`config.mk`:
```
export PLATFORM = sky130hd
export DESIGN_NAME = e2q_cordic
export DESIGN_NICKNAME = d
export VERILOG_FILES = /design/src/sv/e2q_pkg.sv /design/src/sv/e2q_cordic.sv
export SDC_FILE = /design/constraint.sdc
export NUM_CORES = 2
export LEC_CHECK = 0
export BUFFER_PORTS_ARGS = -buffer_cell sky130_fd_sc_hd__buf_2
export CORE_MARGIN = 3
export CORE_UTILIZATION = 30
export CTS_CLUSTER_DIAMETER = 60
export DETAILED_ROUTE_END_ITERATION = 16
export GPL_TIMING_DRIVEN = 0
export PLACE_DENSITY = 0.54
export SLEW_MARGIN = 20
export SYNTH_ARGS = -nofsm -noshare
export SYNTH_HDL_FRONTEND = slang
export SYNTH_SLANG_ARGS = --single-unit
```
`constraint.sdc`:
```
create_clock -name clk -period 10.8 [get_ports clk]
set_input_delay 1.08 -clock clk [delete_from_list [all_inputs] [get_ports clk]]
set_output_delay 1.08 -clock clk [all_outputs]
set_load 0.05 [all_outputs]
```
`src/sv/e2q_pkg.sv`:
```
// shared types, constants and tables for the euler to quaternion pipeline
// used by every module of the block, no dependencies

package e2q_pkg;

  localparam int ANGLE_FRAC_BITS = 6;
  localparam int OUT_FRAC_BITS   = 14;
  localparam int CORDIC_STAGES   = 16;

  localparam logic [31:0] PIQ         = 32'd3373259426;
  localparam logic signed [33:0] CORDIC_GAIN = 34'sh026DD3B6A;

  typedef struct packed {
    logic signed [15:0] roll_deg;
    logic signed [15:0] pitch_deg;
    logic signed [15:0] yaw_deg;
  } angles_t;

  typedef struct packed {
    logic signed [15:0] quat_w;
    logic signed [15:0] quat_x;
    logic signed [15:0] quat_y;
    logic signed [15:0] quat_z;
  } quat_t;

  // cosine and sine of one half angle, q2.30
  typedef struct packed {
    logic signed [33:0] c;
    logic signed [33:0] s;
  } sincos_t;

  function automatic logic signed [33:0] atan_q30(input int i);
    logic [31:0] t;
    unique case (i)
      0: t = 32'h3243F6A8;  1: t = 32'h1DAC6705;  2: t = 32'h0FADBAFC;
      3: t = 32'h07F56EA6;  4: t = 32'h03FEAB76;  5: t = 32'h01FFD55B;
      6: t = 32'h00FFFAAA;  7: t = 32'h007FFF55;  8: t = 32'h003FFFEA;
      9: t = 32'h001FFFFD; 10: t = 32'h000FFFFF; 11: t = 32'h0007FFFF;
      12: t = 32'h0003FFFF; 13: t = 32'h0001FFFF; 14: t = 32'h0000FFFF;
      15: t = 32'h00007FFF; 16: t = 32'h00003FFF; 17: t = 32'h00001FFF;
      18: t = 32'h00000FFF; 19: t = 32'h000007FF; 20: t = 32'h000003FF;
      21: t = 32'h000001FF; 22: t = 32'h000000FF; 23: t = 32'h0000007F;
      24: t = 32'h0000003F; 25: t = 32'h0000001F; 26: t = 32'h0000000F;
      27: t = 32'h00000007; 28: t = 32'h00000003; 29: t = 32'h00000001;
      default: t = 32'h0;
    endcase
    return $signed({2'b00, t});
  endfunction

endpackage

```
`src/sv/e2q_cordic.sv`:
```
// unrolled rotation-mode cordic, one register per stage
// depends on e2q_pkg

module e2q_cordic #(
  parameter int CORDIC_STAGES = e2q_pkg::CORDIC_STAGES
) (
  input  logic               clk,
  input  logic signed [33:0] zin,
  input  logic               flip,
  output e2q_pkg::sincos_t   sc
);

  localparam int N = (CORDIC_STAGES > 32) ? 32 : CORDIC_STAGES;

  logic signed [33:0] x [N+1];
  logic signed [33:0] y [N+1];
  logic signed [33:0] z [N+1];
  logic               f [N+1];

  assign x[0] = e2q_pkg::CORDIC_GAIN;
  assign y[0] = '0;
  assign z[0] = zin;
  assign f[0] = flip;

  for (genvar i = 0; i < N; i++) begin : g_stage
    always_ff @(posedge clk) begin
      if (!z[i][33]) begin
        x[i+1] <= x[i] - (y[i] >>> i);
        y[i+1] <= y[i] + (x[i] >>> i);
        z[i+1] <= z[i] - e2q_pkg::atan_q30(i);
      end else begin
        x[i+1] <= x[i] + (y[i] >>> i);
        y[i+1] <= y[i] - (x[i] >>> i);
        z[i+1] <= z[i] + e2q_pkg::atan_q30(i);
      end
      f[i+1] <= f[i];
    end
  end

  always_ff @(posedge clk) begin
    sc.c <= f[N] ? -x[N] : x[N];
    sc.s <= f[N] ? -y[N] : y[N];
  end

endmodule

```
After elaboration in Yosys (flattened, before gate mapping)
Cells that the tools add are included.
Widths: inputs -> output; s select.
{"block": "word_totals", "ff_bits": 1648, "word_cells": 204, "input_bits": 36}
{"block": "op_classes", "mux": 48, "add_sub_neg": 92}
{"operator": "$mux 34", "n": 48}
{"operator": "$add 34x19->34", "n": 2}
{"operator": "$add 34x20->34", "n": 2}
{"operator": "$add 34x21->34", "n": 2}
{"operator": "$add 34x22->34", "n": 2}
{"operator": "$add 34x23->34", "n": 2}
{"operator": "$add 34x24->34", "n": 2}
{"operator": "$add 34x25->34", "n": 2}
{"operator": "$add 34x26->34", "n": 2}
{"operator": "$add 34x27->34", "n": 2}
{"operator": "$add 34x28->34", "n": 2}
{"operator": "$add 34x29->34", "n": 2}
{"operator": "$add 34x30->34", "n": 2}
{"operator": "$add 34x30->34 const B", "n": 2}
{"operator": "$add 34x31->34", "n": 2}
{"operator": "$add 34x32->34", "n": 2}
{"operator": "$neg 34->34", "n": 2}
{"operator": "$sub 34x19->34", "n": 2}
{"operator": "$sub 34x20->34", "n": 2}
{"operator": "$sub 34x21->34", "n": 2}
{"operator": "$sub 34x22->34", "n": 2}
{"operator": "$sub 34x23->34", "n": 2}
{"operator": "$sub 34x24->34", "n": 2}
{"operator": "$sub 34x25->34", "n": 2}
{"operator": "38 further kinds", "n": 46}

Depth between registers and ports, before layout
{"block": "logic_depth", "word_depth": 2, "depth_mapped": 21}

Worst setup path after synthesis
OpenSTA, ideal clock, no wires.
{"block": "synth_path", "path_type": "register to register", "start": "reg z[509] in the netlist's numbering", "end": "reg x[470] in the netlist's numbering", "setup_slack_ns": 6.181, "synth_period_minus_slack_ns": 4.619, "t_arrival_ns": 4.493, "stages_incl_launch_ff": 16, "cell_sequence": "dfxtp_1 clkbuf_1 buf_1 clkbuf_1 nor2_1 xor2_1 ha_1 a211oi_1 o21ai_0 a21oi_1 or4b_4 a2111oi_1 nor3_1 a2111oi_2 o21ai_0 xor2_1"}
{"block": "synth_between", "elab_chain_len": 1}
{"item": "from (decl)", "line": "e2q_cordic.sv:17", "source": "logic signed [33:0] z [N+1];"}
{"item": "from (signal, indexed assignment)", "line": "e2q_cordic.sv:30", "source": "z[i+1] <= z[i] - e2q_pkg::atan_q30(i);"}
{"item": "from (signal, indexed assignment)", "line": "e2q_cordic.sv:34", "source": "z[i+1] <= z[i] + e2q_pkg::atan_q30(i);"}
{"item": "$mux 34", "line": "e2q_cordic.sv:27", "source": "if (!z[i][33]) begin"}
{"item": "to (signal, indexed assignment)", "line": "e2q_cordic.sv:28", "source": "x[i+1] <= x[i] - (y[i] >>> i);"}
{"item": "to (signal, indexed assignment)", "line": "e2q_cordic.sv:32", "source": "x[i+1] <= x[i] + (y[i] >>> i);"}
{"item": "to (decl)", "line": "e2q_cordic.sv:15", "source": "logic signed [33:0] x [N+1];"}
No other way between the ends.

Worst setup path after layout
{"block": "layout_path", "start": "reg z[441] in the netlist's numbering", "end": "reg y[404] in the netlist's numbering"}
{"block": "layout_between", "elab_chain_len": 1}
{"item": "$mux 34", "line": "e2q_cordic.sv:27"}
{"item": "to (signal, indexed assignment)", "line": "e2q_cordic.sv:29", "source": "y[i+1] <= y[i] + (x[i] >>> i);"}
{"item": "to (signal, indexed assignment)", "line": "e2q_cordic.sv:33", "source": "y[i+1] <= y[i] - (x[i] >>> i);"}
{"item": "to (decl)", "line": "e2q_cordic.sv:16", "source": "logic signed [33:0] y [N+1];"}
No other way between the ends.

==> run_results.csv <==
group,metric,value,unit
status,status,"completed",
place,portBuffers,103,
clocking,clk_root_buffer_cell,"clkbuf_16",
clocking,worstSkewPairLatency,860,ps
logic_synthesis,post_synth.cell_area_avg,8.48,um2
routing,remaining_drc_errors,0,
die,dieArea,387000,um2
sta,setup_total_negative_slack,0,ps
logic_synthesis,synth_most_common_cell,"dfxtp_1",
global_route,grt.overflow.total,0,
logic_synthesis,post-synth-top-area-cell,"dfxtp_1",
sta,timing.final.max_slew_violations,0,
routing,drt-pass1-iter-count,8,
worst_hold_path,hold_path_class,"flop to flop",
logic_synthesis,postSynthRegisterBits,1560,
sta,rsz0062_at_grt,"no",
job,maxCapViolCount,0,
place,hpwlAfterDp,249,mm
logic_synthesis,syn_nets,14900,
place,placed_cell_area,121000,um2
logic_synthesis,async_reset_ff_share,0,%
die,pin_count,104,
finish,layout_net_count,15300,
clocking,cts_tree,"done",
routing,ant_nets,0,
logic_synthesis,synthFlopType,"dfxtp_1",
sta,max_clock_freq,141,MHz
clocking,tritoncts_buffer_count,198,
place,dpl.cell_count,18500,
routing,drt_wl_total,304,mm
clocking,cts_h_tree_lvls,4,
critical_path,arrival,7840,ps
logic_synthesis,synth_common_cells,"dfxtp_1, a21oi_1, ha_1",
logic_synthesis,synth_enable_flop_cells,0,
clocking,post_cts_buffers,0,
logic_synthesis,synth_top_area_share,27.4,%
global_route,grt_first_pass_wirelength,488,mm
finish,final_cell_count_no_fill,18900,
die,core_region_area,377000,um2
place,finalWeightedCongestion,0.872,
logic_synthesis,netlist-cell-type-count,93,
die,fp-row-count,225,
sta,clock-skew-final,59.9,ps
routing,routedWlPerCell,16.1,um
global_route,grt_antenna_before_repair,1,
logic_synthesis,sequential_element_share_of_the_synthesized_area,27.4,%
clocking,clkTransAtPathRegs,60,ps
sta,period_utilisation_layout,65.7,%
global_route,gr-usage-all-layers,15.2,%
finish,final_design_area_no_fill,128000,um2
sta,slew-limit-headroom,20.8,%
clocking,tritoncts_num_sinks,1560,
sta,max_slew.worst_pin.slew,1180,ps
critical_path,startpoint_kind_of_the_worst_setup_timing_path,"flop",
routing,detail_route.iter0.violations,5084,
clocking,clock_path_buffers,4,
critical_path,worstSetupPathType,"flop to flop",
sta,layout_min_cycle_time,7100,ps
finish,flow.area_growth_from_synthesis,11.9,%
logic_synthesis,synthesis.instances,13400,
clocking,cts_resized,0,
global_route,grt_pass1_vias,90100,
sta,total_count_of_hold_check_failures_in_the_final_report,0,
sta,final-setup-viol-count,0,
global_route,grt_max_degree,26,
routing,vias,94400,
logic_synthesis,syn_area,114000,um2
die,dieHeight,622,um
routing,routed_via_density,4.99,
critical_path,critical_path.endpoint_type,"flop",
logic_synthesis,ys_top_cells_by_area,"dfxtp_1, ha_1, xnor2_1",
logic_synthesis,yosysWarningCount,0,
critical_path,worst_ep_required_time,11550,ps
critical_path,critical_path_peak_fanout,20,
clocking,cts.hold.buffers_added,0,
die,start_util,30.2,%
finish,fillCellCount,39300,
finish,drive_gt1_share,4.40,%
die,overall_die_width,622,um
## area by class of cell
| cell class | count | area, um2 | area share [%] |
|---|---|---|---|
| diodes | 2 | 5.00 | 0.00392 |
| clock inverters | 108 | 1250 | 0.983 |
| plain buffers | 205 | 774 | 0.607 |
| well taps | 4994 | 6250 | 4.90 |
| flip-flops and latches | 1560 | 31200 | 24.5 |
| clock buffers | 255 | 5490 | 4.31 |
| inverters | 568 | 2130 | 1.67 |
| multi-input cells | 11100 | 79800 | 62.6 |
| repair buffers | 107 | 573 | 0.449 |
## cells by family (layout without fill, tap and decap cells)
kind of cell	after synthesis	in the layout	share of synthesized area [%]
compound gates	4125	4125	23.0
xor+xnor	1903	1903	14.6
fa+ha+maj	1478	1478	16.5
buf+inv	773	1243	2.55
flops	1560	1560	27.4
mux	115	115	1.06
other cells	1	3	0.00329
simple gates	3474	3474	14.8
## cell usage in the layout (no fill, tap or decap), drive strengths merged, types with 90 or more instances in the layout
master	n
dfxtp	1560
a21oi	1494
ha	1434
xnor2	1280
nor2	1159
a21o	654
o21ai	644
xor2	622
nand2	620
inv	591
clkbuf	412
nor3	340
nand3	248
o21a	226
nand2b	207
nor2b	194
o21bai	157
buf	155
a211oi	149
and3	143
a31oi	138
o31ai	90
## state kept, by name, indices dropped and copies added, names as in the netlist
name,cells
f,16
sc,68
x,488
y,511
z,477
## worst max-delay path, stage by stage, from the launching register on
cell      delay (ps)
dfxtp_1          870
clkbuf_1         680
clkbuf_1         790
inv_1            790
o21ai_0          310
xor2_1           210
ha_1             310
and3_1           280
a221oi_1         590
nand3_1          320
a21boi_0         730
o31a_1           340
o31ai_1          180
or4_1            430
nand3_1          100
## per-layer routing
metal / track usage (%) / wire, um / vias to the layer above
met4: 4.67 / 9290 / 2
met1: 19.1 / 139000 / 43200
met2: 27.1 / 146000 / 1488
met3: 1.48 / 9070 / 457
met5: 0 / 309 / -
li1: - / - / 49200
## worst paths after layout
kind	startpoint	end	slack, ps	cells after the start
worst max-delay path	z[441]$_DFF_P_	y[404]$_DFF_P_	3700	14
worst min-delay path	z[272]$_DFF_P_	z[238]$_DFF_P_	330	0
worst max register to register	z[441]$_DFF_P_	y[404]$_DFF_P_	3700	14
worst min register to register	z[272]$_DFF_P_	z[238]$_DFF_P_	330	0
## per-stage QoR
| stage | hold slack (ps) | worst slack [ps] | utilization, % |
|---|---|---|---|
| global placement | 310 | 3640 | 32.0 |
| floorplan | 310 | 6180 | - |
| CTS | 226 | 3650 | 33.8 |
| detailed placement | 312 | 3750 | 32.0 |
| global route | 263 | 3190 | 33.8 |
| finish | 325 | 3700 | 33.8 |
Power is not shown: default switching activity piles up to over one toggle a cycle in this logic, so the estimate is an artifact.
