[config.mk]
export PLATFORM = sky130hd
export DESIGN_NAME = e2q_phase
export DESIGN_NICKNAME = d
export VERILOG_FILES = /design/src/sv/e2q_pkg.sv /design/src/sv/e2q_phase.sv
export SDC_FILE = /design/constraint.sdc
export NUM_CORES = 2
export LEC_CHECK = 0
export BUFFER_PORTS_ARGS = -buffer_cell sky130_fd_sc_hd__buf_2
export CORE_ASPECT_RATIO = 0.8
export CORE_MARGIN = 2
export CORE_UTILIZATION = 61
export CTS_CLUSTER_SIZE = 16
export DETAILED_ROUTE_END_ITERATION = 10
export GPL_TIMING_DRIVEN = 0
export PLACE_DENSITY = 0.8
export SYNTH_ARGS = -nofsm -noshare
export SYNTH_HDL_FRONTEND = slang
export SYNTH_SLANG_ARGS = --single-unit
[constraint.sdc]
create_clock -name clk -period 17.6 [get_ports clk]
set_input_delay 0.88 -clock clk [delete_from_list [all_inputs] [get_ports clk]]
set_output_delay 0.88 -clock clk [all_outputs]
set_load 0.02 [all_outputs]
[src/sv/e2q_pkg.sv]
// shared types, constants and tables for the euler to quaternion pipeline
// used by every module of the block, no dependencies

package e2q_pkg;

  localparam int ANGLE_FRAC_BITS = 6;
  localparam int OUT_FRAC_BITS   = 14;
  localparam int CORDIC_STAGES   = 16;

  localparam logic [31:0] PIQ         = 32'd3373259426;
  localparam logic signed [33:0] CORDIC_GAIN = 34'sh026DD3B6A;

  typedef struct packed {
    logic signed [15:0] roll_deg;
    logic signed [15:0] pitch_deg;
    logic signed [15:0] yaw_deg;
  } angles_t;

  typedef struct packed {
    logic signed [15:0] quat_w;
    logic signed [15:0] quat_x;
    logic signed [15:0] quat_y;
    logic signed [15:0] quat_z;
  } quat_t;

  // cosine and sine of one half angle, q2.30
  typedef struct packed {
    logic signed [33:0] c;
    logic signed [33:0] s;
  } sincos_t;

  function automatic logic signed [33:0] atan_q30(input int i);
    logic [31:0] t;
    unique case (i)
      0: t = 32'h3243F6A8;  1: t = 32'h1DAC6705;  2: t = 32'h0FADBAFC;
      3: t = 32'h07F56EA6;  4: t = 32'h03FEAB76;  5: t = 32'h01FFD55B;
      6: t = 32'h00FFFAAA;  7: t = 32'h007FFF55;  8: t = 32'h003FFFEA;
      9: t = 32'h001FFFFD; 10: t = 32'h000FFFFF; 11: t = 32'h0007FFFF;
      12: t = 32'h0003FFFF; 13: t = 32'h0001FFFF; 14: t = 32'h0000FFFF;
      15: t = 32'h00007FFF; 16: t = 32'h00003FFF; 17: t = 32'h00001FFF;
      18: t = 32'h00000FFF; 19: t = 32'h000007FF; 20: t = 32'h000003FF;
      21: t = 32'h000001FF; 22: t = 32'h000000FF; 23: t = 32'h0000007F;
      24: t = 32'h0000003F; 25: t = 32'h0000001F; 26: t = 32'h0000000F;
      27: t = 32'h00000007; 28: t = 32'h00000003; 29: t = 32'h00000001;
      default: t = 32'h0;
    endcase
    return $signed({2'b00, t});
  endfunction

endpackage

[src/sv/e2q_phase.sv]
// angle to q2.30 radians of the half angle with half-turn fold, three stages
// depends on e2q_pkg

module e2q_phase #(
  parameter int ANGLE_FRAC_BITS = e2q_pkg::ANGLE_FRAC_BITS
) (
  input  logic               clk,
  input  logic signed [15:0] angle,
  output logic signed [33:0] zrad,
  output logic               flip
);

  // phase = round(mag * K / 720) with K = 2^(32 - frac bits), split as
  // mag*Q + round(mag*R / 720) where K = 720*Q + R
  localparam logic [63:0] K = 64'd1 << (32 - ANGLE_FRAC_BITS);
  localparam logic [63:0] Q = K / 64'd720;
  localparam logic [63:0] R = K - Q * 64'd720;
  // floor(v / 1440) as (v * M) >> 37, exact for v below 2^26
  localparam logic [63:0] M = ((64'd1 << 37) + 64'd1439) / 64'd1440;

  // stage 1: magnitude, integer part and remainder numerator
  logic [15:0] mag;
  logic [31:0] base;
  logic [26:0] v;
  logic        neg1;
  logic [31:0] base1;
  logic [26:0] v1;

  assign mag  = angle[15] ? 16'(-angle) : 16'(angle);
  assign base = 32'(48'(mag) * 48'(Q));
  assign v    = 27'(mag) * 27'(R) * 27'd2 + 27'd720;

  always_ff @(posedge clk) begin
    neg1  <= angle[15];
    base1 <= base;
    v1    <= v;
  end

  // stage 2: finish quotient, sign, fold
  logic [63:0] prod;
  logic [31:0] p;
  logic [31:0] ph;
  logic        fl;
  logic [31:0] phf;
  logic [31:0] rmag2;
  logic        rneg2;
  logic        flip2;

  always_comb begin
    prod = 64'(v1) * M;
    p    = base1 + 32'(prod >> 37);
    ph   = neg1 ? 32'(-p) : p;
    fl   = ph[31] ^ ph[30];
    phf  = fl ? {~ph[31], ph[30:0]} : ph;
  end

  always_ff @(posedge clk) begin
    rneg2 <= phf[31];
    rmag2 <= phf[31] ? 32'(-phf) : phf;
    flip2 <= fl;
  end

  // stage 3: scale by pi
  logic [63:0] zp;
  logic [32:0] zm;
  assign zp = 64'(rmag2) * 64'(e2q_pkg::PIQ) + (64'd1 << 30);
  assign zm = zp[63:31];

  always_ff @(posedge clk) begin
    zrad <= rneg2 ? -$signed({1'b0, zm}) : $signed({1'b0, zm});
    flip <= flip2;
  end

endmodule

======== Word level (Yosys, flattened, before mapping) ========
Index checks and enable logic that the tools add are counted.
operators by class
  $add $sub $neg .......................... 7
  multipliers ............................. 4
  multiplexer cells ....................... 5
  bitwise operators ....................... 2
operators with widths
  cell                                                                    number
  64-bit by 31-bit adder with 64-bit output (second input constant)       1
  32-bit 2-to-1 mux                                                       2
  32-bit negator                                                          2
  32-bit by 31-bit multiplier with 63-bit output (second input constant)  1
  27-bit by 26-bit multiplier with 53-bit output (second input constant)  1
  33-bit negator with 34-bit output                                       1
  33-bit 2-to-1 mux                                                       1
  32-bit by 17-bit adder with 32-bit output                               1
  16-bit by 16-bit multiplier with 31-bit output (second input constant)  1
  31-bit 2-to-1 mux                                                       1
  27-bit by 10-bit adder with 27-bit output (second input constant)       1
  16-bit by 5-bit multiplier with 21-bit output (second input constant)   1
  16-bit 2-to-1 mux                                                       1
  16-bit negator                                                          1
  1-bit NOT                                                               1
  1-bit bitwise XOR                                                       1
storage, ports and cells
  flip-flop bits (word level) ............. 128
  input bits .............................. 17
  output and inout bits ................... 35

======== Depth between registers and ports, before layout ========
  word-level depth ........................ 8
  gate-level depth with buffers ........... 47
  mapped depth without buffers ............ 45

======== Worst setup path before layout ========
Ideal clock, no wire load.
  path type ............................... reg-to-reg
  from .................................... register v1[10]
  to ...................................... register rmag2[8]
  setup time .............................. 126 ps
  data arrival time ....................... 10258 ps
  data required time ...................... 17474 ps
  setup slack ............................. 7216 ps
  cell stages (with the launch flop) ...... 45
  cells stage by stage .................... dfxtp_1 ha_1 clkbuf_1 xor2_1 ha_1 fa_1 inv_1 fa_1 inv_1 fa_1 inv_1 fa_1 inv_1 ha_1 ha_1 nand4_1 nor2_1 nand4_1 [9 not listed] a211oi_1 nor2_1 ha_1 a21o_1 a21oi_1 nor2b_1 a311o_1 or3_1 and2_1 clkbuf_1 nor3_1 nand4_1 nor4_1 a41o_1 xnor2_1 clkbuf_1 nor2_1 xnor2_1
on the way
  longest elaborated chain between the ends .. 7
RTL lines
  element                                                     line                              text
  from (decl)                                                 e2q_phase.sv:27                   logic [26:0] v1;
  from (signal assigned)                                      e2q_phase.sv:36                   v1 <= v;
  27-bit by 26-bit multiplier with 53-bit output *            e2q_phase.sv:50                   prod = 64'(v1) * M;
  32-bit by 17-bit adder with 32-bit output *                 e2q_phase.sv:51                   p = base1 + 32'(prod >> 37);
  32-bit negator                                              e2q_phase.sv:52                   ph = neg1 ? 32'(-p) : p;
  32-bit 2-to-1 mux *                                         e2q_phase.sv:52
  32-bit 2-to-1 mux *                                         e2q_phase.sv:54                   phf = fl ? {~ph[31], ph[30:0]} : ph;
  32-bit negator / 32-bit 2-to-1 mux (equally long branches)  e2q_phase.sv:59, e2q_phase.sv:54
  31-bit 2-to-1 mux *                                         e2q_phase.sv:59                   rmag2 <= phf[31] ? 32'(-phf) : phf;
  to (signal assigned)                                        e2q_phase.sv:59
  to (decl)                                                   e2q_phase.sv:45                   logic [31:0] rmag2;
Mark *: on every way between the ends. The rest lies on a longest branch, timed or not.
A chain may end at the register's enable or synchronous reset.

======== Worst setup path after layout ========
  from .................................... register v1[10]
  to ...................................... register rmag2[28]
on the way
  longest elaborated chain between the ends .. 7
RTL lines
  element                                                line                              text
  27-bit by 26-bit multiplier with 53-bit output *       e2q_phase.sv:50
  32-bit by 17-bit adder with 32-bit output *            e2q_phase.sv:51
  32-bit negator                                         e2q_phase.sv:52
  32-bit 2-to-1 mux *                                    e2q_phase.sv:52
  1-bit bitwise XOR / 1-bit NOT (equally long branches)  e2q_phase.sv:53, e2q_phase.sv:54
  32-bit 2-to-1 mux *                                    e2q_phase.sv:54
  net phf[31]                                            e2q_phase.sv:44                   logic [31:0] phf;
  31-bit 2-to-1 mux *                                    e2q_phase.sv:59
The timed path passes the listed nets; every way through them passes the cells marked *.

==> results.ini <==
[synthesis]
yosys.area.top_type_share_pct = 32.5
syn_avg_cell_area_um2 = 9.55
synth_top_cell_by_area = fa_1
ys_seq_elements = 122
netlist_area_mm2 = 0.0365
synth_seq_area_share_pct = 6.70
ys.flop_type = dfxtp_1
synthCells = 3818
synth_nets = 5183
synth_warnings = 0
synth.distinct_cells = 108
synth_area_leaders = fa_1 (32%), ha_1 (26%), inv_1 (9.0%)
async_flop_share_pct = 0
synth_edf_count = 0

[global_routing]
grt_pass1_wl_um = 144000
grt-ovfl-total = 0
grt.total_usage_pct = 29.7
antenna_found_initial = 2
grt_max_degree = 17
grt_pass1_vias = 27013

[setup_path]
crit_slowest_cell = dfxtp_1
start_kind = flip-flop
worstPathRequired_ns = 17.98
r2r_slack_ns = 3.78
path_class = flip-flop to flip-flop
cp_max_fo = 10
r2r-start = v1[10]
critPathMaxStageDelay_ns = 0.61
ff2ff_path_depth = 42
cp_num_buf_inv = 8
r2r-end = rmag2[28]
critical_path.top_delay_family = compound AO/OA/AOI/OAI gates
cp-end-kind = flip-flop
cp.arrival_ns = 14.20

[clocking]
cts_tree = built
clockBufferDepth = 2
cts_hold_buf = 0
post_cts_buffers = 0
cts-resized-gates = 0
cts_buffers = 17
cts.sinks = 122
cts_root_buffer = clkbuf_16
path_clk_slew_ns = 0.07
clkLatencyLatePin_ns = 0.46
htree_levels = 4

[route]
drt_iter0_markers = 2230
routed_wl_um = 89200
avgRoutedWirePerCell_um = 19.1
routed-via-count = 27140
drc_errors = 0
dr.pass1.iters = 6
viasPerCell = 5.80
ant_nets = 0

[timing]
fin_crit_ns = 13.82
finalSetupViolCount = 0
hold_violations = 0
drv_slew = 0
finClkSkew_ns = 0.0156
rsz0062_at_grt = false
relSlewSlack_pct = 13.5
finalSetupTns_ns = 0
timing.final.crit_share_pct = 78.5
fmax_mhz = 72.4
worstMarginPinSlew_ns = 1.29

[layout]
layout_common_cells = inv_1 (876), ha_1 (757), fa_1 (591), xnor2_1 (182), nor2_1 (146)
area_growth_pct = 5.10
antenna_cells = 0
final_common_cell = inv_1
drive_above_1_share_pct = 3.74
nets = 5253

[floorplanning]
start_util_pct = 61.4
rows = 80
core_area_mm2 = 0.0594
die_h_um = 223
die_w_um = 277
die_area_mm2 = 0.0618
io_pins = 52

[placement]
numPortBuffers = 51
dpl.hpwl_um = 77600
place.gp.congestion = 0.985

[hold_path]
hold_class = flip-flop to flip-flop
hold-path-endpoint = flip
hold_path_depth = 0
min-delay-start = flip2

[run]
max-cap-violations = 0

[status]
status = finished clean

[metrics by stage]
step | setup WS (ns) | std cells | hold WS (ns) | util, % | cell area [µm²]
6_report | 3.78 | 4680 | 0.329 | 64.6 | 38300
5_1_grt | 3.06 | 4680 | 0.333 | 64.6 | 38300
4_1_cts | 4.02 | 4680 | 0.331 | 64.6 | 38300
3_5_place_dp | 4.19 | 4648 | 0.315 | 63.5 | 37700
3_3_place_gp | 4.47 | 4648 | 0.312 | 63.5 | 37700
2_1_floorplan | 7.22 | 3818 | 0.310 | - | 36500
[flip-flops by register name (all words and copies together), names as in the netlist]
signal and cells:
v1 21, zrad 34, base1 31, rneg2 1, rmag2 32, flip 1
flip2 1, neg1 1
[layout make-up]
class / count / area (µm²)
Multi-Input combinational cell: 2782 / 30600
Fill cell: 4668 / 21000
Inverter: 877 / 3290
Sequential cell: 122 / 2440
Tap cell: 779 / 975
Clock buffer: 17 / 425
Timing Repair Buffer: 51 / 255
Clock inverter: 15 / 203
Buffer: 37 / 165
[cells by family after synthesis]
family	after synthesis	share of synthesized area [%]
mux	8	0.227
fa+ha+maj	1348	58.4
buf+inv	914	9.48
xor+xnor	268	6.46
flops	122	6.70
simple gates	639	9.07
other cells	1	0.0103
compound gates	518	9.62
[layer usage]
metal  global-route usage [%]  routed length (µm)  up-vias
met5                        0                  32        -
met4                     5.63                1450        4
met3                     9.06                9860      128
met2                     41.9               36500     1101
met1                     44.8               41400    13224
li1                         -                   -    12683
[how the worst max path moves through the flow]
| stage | slack (ns) | depth (start not counted) | start | end |
|---|---|---|---|---|
| floorplan | 7.22 | 44 | v1[10] | rmag2[8] |
| global placement | 4.47 | 44 | v1[10] | rmag2[28] |
| detailed placement | 4.19 | 42 | v1[10] | rmag2[28] |
| CTS | 4.02 | 42 | v1[10] | rmag2[28] |
| global route | 3.06 | 44 | v1[10] | rmag2[28] |
| finish | 3.78 | 42 | v1[10] | rmag2[28] |
[worst register-to-register path: cells and delay by family (launching register included)]
family | cells | cell delay, ns
compound gates | 13 | 4.44
xor+xnor | 5 | 1.64
fa+ha+maj | 9 | 3.76
buf+inv | 8 | 1.28
flops | 1 | 0.61
simple gates | 7 | 2.03
[Yosys cell counts, types with 39 or more instances]
cell and n:
nand3_1 59, inv_1 876, xor2_1 85, nand2_1 145, nor2_1 146, dfxtp_1 122
a21o_1 39, a21oi_1 137, o21ai_0 100, nor3_1 60, ha_1 757, fa_1 591
xnor2_1 182
Power is not shown: default switching activity piles up to over one toggle a cycle in this logic, so the estimate is an artifact.
